$ cat config.mk
export PLATFORM = sky130hd
export DESIGN_NAME = psrl_win_unit
export DESIGN_NICKNAME = d
export VERILOG_FILES = /design/src/rtl/psrl_pkg.sv /design/src/rtl/psrl_win_unit.sv
export SDC_FILE = /design/constraint.sdc
export NUM_CORES = 1
export LEC_CHECK = 0
export ABC_CLOCK_PERIOD_IN_PS = 9750
export BUFFER_PORTS_ARGS = -buffer_cell sky130_fd_sc_hd__buf_2
export CORE_MARGIN = 2
export CORE_UTILIZATION = 50
export DETAILED_ROUTE_END_ITERATION = 12
export PLACE_DENSITY_LB_ADDON = 0.3
export RECOVER_POWER = 100
export SYNTH_ARGS = -nofsm -noshare
export SYNTH_HDL_FRONTEND = slang
export SYNTH_SLANG_ARGS = --single-unit
$ cat constraint.sdc
create_clock -name vclk -period 9.75
set_input_delay 0.975 -clock vclk [all_inputs]
set_output_delay 0.975 -clock vclk [all_outputs]
set_load 0.05 [all_outputs]
$ cat src/rtl/psrl_pkg.sv
`default_nettype none

package psrl_pkg;

    localparam int PSRL_TABLE_ENTRIES = 32;
    localparam int PSRL_DATA_W        = 32;
    localparam int PSRL_SLOT_W        = 5;
    localparam int PSRL_CFG_IDX_W     = 8;

    localparam logic [PSRL_DATA_W-1:0] PSRL_CNT_MAX          = '1;
    localparam logic [PSRL_DATA_W-1:0] PSRL_RST_WINDOW_TICKS = 32'd1000;
    localparam logic [PSRL_DATA_W-1:0] PSRL_RST_GLOBAL_LIMIT = 32'd3200;
    localparam logic [PSRL_DATA_W-1:0] PSRL_RST_SOURCE_LIMIT = 32'd100;

    localparam logic [PSRL_CFG_IDX_W-1:0] CFG_WINDOW_TICKS = 8'd0;
    localparam logic [PSRL_CFG_IDX_W-1:0] CFG_GLOBAL_LIMIT = 8'd1;
    localparam logic [PSRL_CFG_IDX_W-1:0] CFG_SOURCE_LIMIT = 8'd2;

    typedef enum logic [1:0] {
        VERDICT_PASS   = 2'd0,
        VERDICT_GLOBAL = 2'd1,
        VERDICT_SOURCE = 2'd2
    } t_verdict;

    typedef enum logic [1:0] {
        ST_IDLE,
        ST_GLOB,
        ST_SCAN,
        ST_UPD
    } t_state;

    typedef struct packed {
        logic [PSRL_DATA_W-1:0] source_address;
        logic [PSRL_DATA_W-1:0] tick_now;
    } t_pkt;

    typedef struct packed {
        t_verdict               verdict;
        logic [PSRL_SLOT_W-1:0] slot_used;
        logic                   new_source;
        logic                   was_evicted;
        logic [PSRL_DATA_W-1:0] evicted_drop_tally;
    } t_res;

    typedef struct packed {
        logic [PSRL_DATA_W-1:0] window_ticks;
        logic [PSRL_DATA_W-1:0] global_limit;
        logic [PSRL_DATA_W-1:0] source_limit;
    } t_cfg;

    typedef struct packed {
        logic [PSRL_DATA_W-1:0] address;
        logic [PSRL_DATA_W-1:0] count;
        logic [PSRL_DATA_W-1:0] origin;
        logic [PSRL_DATA_W-1:0] seen_tick;
        logic [PSRL_DATA_W-1:0] drop_tally;
    } t_entry;

    typedef struct packed {
        logic [PSRL_DATA_W-1:0] now;
        logic [PSRL_DATA_W-1:0] origin;
        logic [PSRL_DATA_W-1:0] window;
        logic [PSRL_DATA_W-1:0] count;
        logic [PSRL_DATA_W-1:0] limit;
    } t_win_req;

    typedef struct packed {
        logic                   expired;
        logic [PSRL_DATA_W-1:0] cnt_next;
        logic                   over;
    } t_win_rsp;

    function automatic logic [PSRL_DATA_W-1:0] psrl_sat_inc(input logic [PSRL_DATA_W-1:0] v);
        return (v == PSRL_CNT_MAX) ? v : v + 1'b1;
    endfunction

endpackage

`default_nettype wire

$ cat src/rtl/psrl_win_unit.sv
`default_nettype none

// Shared window unit: expiry test and saturating count against a limit.
module psrl_win_unit
    import psrl_pkg::*;
(
    input  t_win_req i_req,
    output t_win_rsp o_rsp
);

    logic [PSRL_DATA_W-1:0] elapsed;
    logic [PSRL_DATA_W-1:0] cnt_next;

    assign elapsed  = i_req.now - i_req.origin;
    assign cnt_next = psrl_sat_inc(i_req.count);

    assign o_rsp.expired  = (elapsed > i_req.window);
    assign o_rsp.cnt_next = cnt_next;
    assign o_rsp.over     = (cnt_next > i_req.limit);

endmodule

`default_nettype wire

==> reports/metrics.yaml, run 1 <==
wl_per_cell_um: 13.6
slew_headroom_pct: 46.9
dp_hpwl_mm: 11.0
final.setup.tns_ns: 0
grt_usage_pct: 25.5
netSwitchingFraction_pct: 58.8
seq_cell_count: 0
setup_slack_ns: 4.00
synth.lib_cells_used.distinct: 57
power_leakage_nw: 2.96
yosys.area.top_type_share_pct: 28.8
dp.cells: 906
cp_max_fo: 3
grt_remaining_overflow: 0
cellPowerDensity_mw_per_mm2: 63.7
row_count: 33
pre_cts_ws_ns: 4.17
yosys-top-cells-area: "ha_1 (29%), inv_1 (10%), xnor2_1 (8.8%)"
synth_seq_area_share_pct: 0
core_mm2: 0.00813
cpMaxStageDelayCell: "a221oi_1"
drt_iter0_markers: 219
post-route-util_pct: 63.5
max_stage_delay_ns: 0.47
ir_worst_vdd_mv: 0.0343
slew_viol_final: 0
ant_nets: 0
finalPower_mw: 0.329
endpoint: "o_rsp[33]"
cts_hold_buf: 0
syn-cell-area_mm2: 0.00417
arrival_ns: 4.78
worstMarginPinSlew_ns: 0.791
hold_class: "input pin to output pin"
fillCellCount: 778
required_ns: 8.78
p_clk_share_pct: 0
hold_viol: 0
post_dp_cell_area_mm2: 0.00522
remaining_drc_errors: 0
yosys_warnings: 0
crit_type: "input pin to output pin"
vias: 5019
period_needed_ns: 5.75
worstSetupStartpointType: "input pin"
grt_pass1_vias: 4685
die_h_um: 95.3
vias_per_cell: 5.54
setup_violations: 0
gp_congestion: 0.967
outcome: "finished clean"
sequentialPowerShare_pct: 0
die-area_mm2: 0.00908
cp_top_family: "compound AO/OA/AOI/OAI gates"
instances_no_fill: 906
cap_violations: 0
power.internal_mw: 0.135
critical_path_buf_inv_count: 4
io_buffers: 194
critPathLaunch: "i_req[128]"
switching_power_mw: 0.193
max_freq_ghz: 0.174
initial_core_util_pct: 51.2
design_area_mm2: 0.00516
synth.avg_cell_area_um2: 6.76
cts-resized-gates: 0
yosysTopAreaCell: "ha_1"
antenna_found_initial: 0
cp-end-kind: "output pin"
cp_cell_sequence: "buf_2 > inv_1 > ha_1 > inv_1 > fa_1 > a211oi_1 > o2111ai_1 > a221oi_1 > o21ai_1 > a21oi_2 > o31ai_1 > xor2_1 > ha_1 > nand4_1 > nor2_1 > nand4_1 > and3_1 > a21oi_1 > o21ai_0 > buf_2"
fin_nets: 1060
seq_area_um2: 0
pin_count: 194
die_w_um: 95.3
synth_fp_nets: 873
first_pass_iters: 5
syn_inst: 616
grt_max_degree: 11
rsz0062_at_grt: "false"
areaGrowthSynthToFinish_pct: 23.9
post_cts_buffers: 0
totalWireLength_mm: 12.3
grt_pass1_wl_mm: 19.4
diodes: 0
finalCritPeriodShare_pct: 59.0
clock_buffers: 0
hold_slack_ns: 2.41
final_layout_size_suffix_gt1_share_pct: 21.8
path_depth: 20
power_frac_comb_pct: 100.0
==> tightest hold or removal path: stages <==
cell and delay (ns):
buf_2 0.11, xnor2_1 0.12, buf_2 0.23
==> worst min path at each step <==
stage,startpoint,to,slack [ns],cells past startpoint
2_1_floorplan,i_req[58],o_rsp[27],2.24,1
3_3_place_gp,i_req[38],o_rsp[7],2.33,3
3_5_place_dp,i_req[60],o_rsp[29],2.34,3
4_1_cts,i_req[60],o_rsp[29],2.34,3
5_1_grt,i_req[54],o_rsp[23],2.43,3
6_report,i_req[54],o_rsp[23],2.41,3
==> cell usage in the layout, fill, tap and decap left out, drive strengths merged, types with 3 or more instances in the layout <==
cell,instances
nand4,30
o211ai,3
o21ai,37
and3,7
and2,8
buf,164
o2111ai,3
inv,114
xor2,13
o21bai,3
nor2,37
nand2,38
a221oi,3
and4,5
nor2b,4
nor3,9
clkbuf,30
nand3,24
a211oi,6
xnor2,42
a21o,38
o21a,4
a21oi,54
ha,96
a31oi,4
nand2b,3
==> layout make-up <==
| type | count | area (um2) | share of cell area, % |
|---|---|---|---|
| repair buffers | 194 | 933 | 18.1 |
| well taps | 105 | 131 | 2.55 |
| multi-input cells | 493 | 3670 | 71.1 |
| inverters | 114 | 428 | 8.29 |
==> routing by layer <==
metal | vias to the layer above | routed length [um] | GRT usage, %
met3 | 28 | 838 | 1.58
met5 | - | 0 | 0
met4 | 0 | 335 | 7.73
li1 | 2548 | - | -
met2 | 214 | 6090 | 49.1
met1 | 2229 | 5060 | 29.8
==> Yosys cell counts (2+ instances only) <==
cell type,instances
inv_1,114
ha_1,96
a21oi_1,52
xnor2_1,42
a21o_1,38
nand2_1,38
nor2_1,36
o21ai_0,32
nand4_1,30
nand3_1,23
xor2_1,13
and2_1,7
nor3_1,7
and3_1,6
a211oi_1,5
and4_1,5
clkbuf_1,5
a31oi_1,4
nor2b_1,4
o21a_1,4
o21ai_1,4
nand2b_1,3
o2111ai_1,3
o211ai_1,3
o21bai_1,3
a21oi_2,2
a221oi_1,2
buf_6,2
nor3_2,2
o22ai_1,2
o311ai_1,2
or3_1,2
==> kinds of logic after synthesis <==
kind of cell / after synthesis / share of synthesized area, %
simple gates: 170 / 21.0
buf+inv: 123 / 11.6
xor+xnor: 55 / 11.6
fa+ha+maj: 97 / 29.3
compound gates: 170 / 26.3
mux: 1 / 0.270
==> power groups by stage <==
stage	clock, mW	combinational, mW	sequential, mW
after floorplan	0	0.234	0
after global placement	0	0.318	0
after detailed placement	0	0.327	0
after CTS	0	0.329	0
after global routing	0	0.370	0
final	0	0.329	0
(Power assumes the default switching activity.)
==> inputs of run 2 (changes only) <==
- ABC_CLOCK_PERIOD_IN_PS: 9750 -> 5500
- clock period: 9.75 -> 5.5 ns (I/O delays scaled with it)
==> run 2 against run 1 <==
Combinational power up 77%; die area unchanged; sequential cell count unchanged; sequential share of layout area unchanged; utilization up 0.12 points; highest routed layer unchanged; total power increased by 77%; hold slack worse by 0.83 ns; worst setup slack lost 3.3 ns; global-route usage fell by 0.20 points; first-iteration DRC count fell by 0.91%; clock-buffer cell count stayed put; non-clock buffer count is the same.
==> reports/metrics.yaml, run 2 (synthesis gave the netlist of run 1 again) <==
cp-end-kind: "output pin"
core_mm2: 0.00813  # unchanged
hold_viol: 0  # unchanged
rsz0062_at_grt: "false"
die-area_mm2: 0.00908  # unchanged
sequentialPowerShare_pct: 0  # unchanged
cp_max_fo: 3  # unchanged
grt_pass1_vias: 4601  # -1.8%
power_frac_comb_pct: 100.0  # about the same
areaGrowthSynthToFinish_pct: 24.1
grt_pass1_wl_mm: 19.1  # -1.2%
dp_hpwl_mm: 11.0  # about the same
totalWireLength_mm: 12.2  # -1.1%
row_count: 33  # unchanged
max_freq_ghz: 0.209
cts-resized-gates: 0  # unchanged
p_clk_share_pct: 0  # unchanged
final_common_cell: "buf_2"
finalCritPeriodShare_pct: 87.2
first_pass_iters: 4  # -1
vias_per_cell: 5.55  # +0.18%
final.setup.tns_ns: 0  # unchanged
cts_hold_buf: 0  # unchanged
power.internal_mw: 0.240  # +77%
crit_type: "input pin to output pin"
fin_nets: 1060  # unchanged
cp_top_family: "compound AO/OA/AOI/OAI gates"
seq_cell_count: 0  # unchanged
seq_area_um2: 0  # unchanged
remaining_drc_errors: 0  # unchanged
grt_usage_pct: 25.3  # -0.20 points
switching_power_mw: 0.341  # +77%
fillCellCount: 762  # -2.1%
cap_violations: 0  # unchanged
netSwitchingFraction_pct: 58.7  # about the same
final_layout_size_suffix_gt1_share_pct: 22.0  # +0.12 points
required_ns: 4.95  # -3.83 ns
period_needed_ns: 4.79
io_buffers: 194  # unchanged
hold_class: "input pin to output pin"
layout_common_cells: "buf_2 (163), inv_1 (114), ha_1 (96)"
multi_input_area_mm2: 0.00368  # +0.31%
slew_headroom_pct: 57.2  # +10 points
post_cts_buffers: 0  # unchanged
clock_buffers: 0  # unchanged
vias: 5028  # +0.18%
grt_max_degree: 11  # unchanged
setup_violations: 0  # unchanged
die_h_um: 95.3  # unchanged
grt_remaining_overflow: 0  # unchanged
initial_core_util_pct: 51.2  # unchanged
cpMaxStageDelayCell: "fa_1"
outcome: "finished clean"
min_to: "o_rsp[32]"
pin_count: 194  # unchanged
post-route-util_pct: 63.6  # +0.12 points
arrival_ns: 4.24  # -0.54 ns
hold_path_depth: 3  # unchanged
gp_congestion: 0.967  # unchanged
cellPowerDensity_mw_per_mm2: 112  # +77%
diodes: 0  # unchanged
min_from: "i_req[63]"
wl_per_cell_um: 13.5  # -1.1%
cp_cell_sequence: "buf_2 > inv_1 > ha_1 > inv_1 > fa_1 > a211oi_1 > o2111ai_1 > a221oi_2 > o21ai_1 > a21oi_2 > o311ai_1 > and2_1 > ha_1 > nand4_1 > nor2_1 > nand4_1 > and3_1 > a21oi_1 > o21ai_0 > buf_2"
power_leakage_nw: 2.96  # about the same
drt_iter0_markers: 217  # -0.91%
antenna_found_initial: 0  # unchanged
critical_path_buf_inv_count: 4  # unchanged
slew_viol_final: 0  # unchanged
ir_worst_vdd_mv: 0.0600  # +75%
ant_nets: 0  # unchanged
worstMarginPinSlew_ns: 0.645  # -0.146 ns
max_stage_delay_ns: 0.41  # -0.06 ns
worstSetupStartpointType: "input pin"
die_w_um: 95.3  # unchanged
-- run 2: changes by cell type in the layout (fill, tap and decap cells not counted), sizes merged --
| cell | delta |
|---|---|
| clkbuf | +1 |
| buf | -1 |
-- run 2: power groups by stage --
| stage | registers [mW] | clock network [mW] | logic, mW |
|---|---|---|---|
| floorplan | 0 | 0 | 0.414 |
| global placement | 0 | 0 | 0.563 |
| detailed placement | 0 | 0 | 0.579 |
| CTS | 0 | 0 | 0.583 |
| global route | 0 | 0 | 0.655 |
| finish | 0 | 0 | 0.581 |
-- run 2: layer usage --
metal,global-route usage [%],part of all wire [%],vias to the layer above
met2,48.7,50,224
li1,-,-,2546
met5,0,0,-
met4,6.76,2.7,0
met1,30.0,40,2230
met3,1.34,7.7,28
-- run 2: final cells by class --
| cell class | instances | area share (%) |
|---|---|---|
| multi-input combinational | 493 | 71.2 |
| timing repair buffer | 194 | 18.0 |
| inverter | 114 | 8.27 |
| tap | 105 | 2.54 |
-- run 2: stage by stage --
stage / power [mW] / setup slack [ns] / instance area [um2] / cells / hold slack (ns)
floorplan: 0.414 / 0.794 / 4170 / 616 / 1.39
global placement: 0.563 / 0.821 / 5220 / 906 / 1.48
detailed placement: 0.579 / 0.760 / 5220 / 906 / 1.49
CTS: 0.583 / 0.738 / 5220 / 906 / 1.49
global route: 0.655 / 0.301 / 5170 / 906 / 1.58
finish: 0.581 / 0.705 / 5170 / 906 / 1.58
-- run 2: worst max-delay path by stage --
stage | endpoint | cells past startpoint | slack [ns] | start
final | o_rsp[33] | 20 | 0.71 | i_req[128]
after global routing | o_rsp[33] | 20 | 0.30 | i_req[128]
after CTS | o_rsp[33] | 20 | 0.74 | i_req[128]
after detailed placement | o_rsp[33] | 20 | 0.76 | i_req[128]
after global placement | o_rsp[33] | 20 | 0.82 | i_req[128]
after floorplan | o_rsp[33] | 17 | 0.79 | i_req[128]
==> inputs of run 3 (changes only) <==
- ABC_AREA: unset -> 1
==> run 3 against run 2 <==
First-iteration DRC count is 33% higher; hold slack gained 0.016 ns; final area rose by 20%; combinational power up 4.1%; critical path type unchanged.
==> reports/metrics.yaml, run 3 <==
finalCritPeriodShare_pct: 78.0  # -9.2 points
layout_common_cells: "nand2_1 (361), inv_1 (229), buf_2 (166)"
antenna_found_initial: 0  # unchanged
cellPowerDensity_mw_per_mm2: 97.5  # -13%
cpMaxStageDelayCell: "nand2_1"
instances_no_fill: 1310  # +45%
die_w_um: 106  # +11%
synth_fp_nets: 1240  # +42%
gp_congestion: 0.970  # +0.34%
hold_class: "input pin to output pin"
cap_violations: 0  # unchanged
ant_nets: 0  # unchanged
core_mm2: 0.0102  # +25%
post-route-util_pct: 60.9  # -2.6 points
drt_iter0_markers: 289  # +33%
arrival_ns: 3.74  # -0.50 ns
yosys-top-cells-area: "nand2_1 (26%), ha_1 (23%), inv_1 (17%)"
final_layout_size_suffix_gt1_share_pct: 16.7  # -5.3 points
first_pass_iters: 5  # +1
yosysTopAreaCell: "nand2_1"
grt_max_degree: 33  # +22
synth.lib_cells_used.distinct: 31  # -46%
worstSetupStartpointType: "input pin"
yosys.area.top_type_share_pct: 26.1  # -2.8 points
synth.avg_cell_area_um2: 5.24  # -22%
grt_remaining_overflow: 0  # unchanged
path_depth: 20  # unchanged
ir_worst_vdd_mv: 0.0502  # -16%
period_needed_ns: 4.29  # -0.506 ns
cp_max_fo: 32  # +29
clock_buffers: 0  # unchanged
io_buffers: 194  # unchanged
power_leakage_nw: 4.10  # +38%
cp_cell_sequence: "buf_2 > ha_1 > nand2_1 > nor2_2 > nand2_2 > nor2_4 > nand2_1 > o21ai_0 > ha_1 > nand2_1 > inv_1 > nand2_1 > nand2_1 > nand2_1 > nand2_1 > nand2_1 > nand2_1 > nand2_1 > a21oi_1 > buf_2"
post_cts_buffers: 0  # unchanged
hold_slack_ns: 1.59  # +0.0164 ns
cp_common_cell: "nand2_1"
seq_area_um2: 0  # unchanged
setup_slack_ns: 1.21  # +0.506 ns
setup_violations: 0  # unchanged
cts-resized-gates: 0  # unchanged
vias: 6246  # +24%
syn-cell-area_mm2: 0.00515  # +24%
dp_hpwl_mm: 13.3  # +21%
slew_headroom_pct: 29.7  # -27 points
synth_commonest_cells: "nand2_1 (358), inv_1 (229), ha_1 (96), nor2_1 (84), a21oi_1 (49)"
yosys_warnings: 0  # unchanged
outcome: "finished clean"
initial_core_util_pct: 50.6  # -0.61 points
hold_path_depth: 4  # +1
vias_per_cell: 4.77  # -14%
seq_cell_count: 0  # unchanged
syn_inst: 983  # +60%
final_common_cell: "nand2_1"
fillCellCount: 1126  # +48%
worstMarginPinSlew_ns: 1.05  # +0.407 ns
row_count: 37  # +12%
pre_cts_ws_ns: 1.65  # +0.892 ns
required_ns: 4.95  # about the same
die-area_mm2: 0.0111  # +23%
areaGrowthSynthToFinish_pct: 20.4
crit_type: "input pin to output pin"
grt_usage_pct: 25.2  # -0.10 points
diodes: 0  # unchanged
rsz0062_at_grt: "false"
synth_most_common_cell: "nand2_1"
critical_path_buf_inv_count: 3  # -1
fin_nets: 1433  # +35%
die_h_um: 106  # +11%
wl_per_cell_um: 11.1  # -18%
cts_hold_buf: 0  # unchanged
synth_seq_area_share_pct: 0  # unchanged
grt_pass1_wl_mm: 23.8  # +25%
final.setup.tns_ns: 0  # unchanged
cp_top_family: "simple AND/OR/NAND/NOR gates"
max_stage_delay_ns: 0.76  # +0.35 ns
slew_viol_final: 0  # unchanged
totalWireLength_mm: 14.5  # +19%
dp.cells: 1310  # +45%
cp-end-kind: "output pin"
grt_pass1_vias: 5778  # +26%
pin_count: 194  # unchanged
hold_viol: 0  # unchanged
remaining_drc_errors: 0  # unchanged
max_freq_ghz: 0.233  # +12%
==> run 3: changes by cell type after synthesis, sizes merged, moves of 11 or more <==
cell,change
a21o,-33
inv,+117
nor2,+54
nand2,+333
xnor2,-31
o21ai,-30
nand4,-22
nor3,+11
xor2,+19
nand3,+18
==> run 3: final timing paths <==
| check | from | to | slack (ns) |
|---|---|---|---|
| setup / recovery | i_req[32] | o_rsp[0] | 1.21 |
| hold / removal | i_req[46] | o_rsp[15] | 1.59 |
==> run 3: stage by stage <==
step / power [mW] / cell area (um2)
after detailed placement: 0.608 / 6260
final: 0.605 / 6210
after floorplan: 0.434 / 5150
after global placement: 0.600 / 6260
after global routing: 0.692 / 6210
after CTS: 0.610 / 6260
==> run 3: where the power goes <==
part	leakage [nW]	internal, mW	switching (mW)
Sequential	0	0	0
Combinational	4.10	0.226	0.379
Clock	0	0	0
==> run 3: logic make-up (layout without fill, tap and decap cells) <==
| kind of cell | count (synthesis) | in the layout | share of synthesized area [%] |
|---|---|---|---|
| AOI/OAI and AO/OA | 68 | 68 | 7.33 |
| and+or+nand+nor | 540 | 540 | 44.1 |
| xor gates and xnor gates | 43 | 43 | 7.31 |
| adders and majority gates | 97 | 97 | 23.7 |
| buffers and inverters | 235 | 426 | 17.6 |
==> run 3: tightest hold or removal path, delay by kind of cell <==
family,cells,cell delay (ns)
xor+xnor,1,0.11
simple gates,1,0.06
buf+inv,2,0.32
==> run 3: cell type report <==
cell class                      instances  area [um2]  share of cell area (%)
Timing Repair Buffer                  194         936                    15.1
Multi-Input combinational cell        748        4230                    68.1
Tap cell                              136         170                    2.74
Inverter                              232         872                    14.0
==> run 3: routing by layer <==
layer  part of all wire (%)  up-vias  GRT usage [%]
li1                       -     3368              -
met1                     43     2659           30.0
met2                     49      194           49.0
met3                    6.1       25           1.05
met4                    2.5        0           6.11
met5                      0        -              0
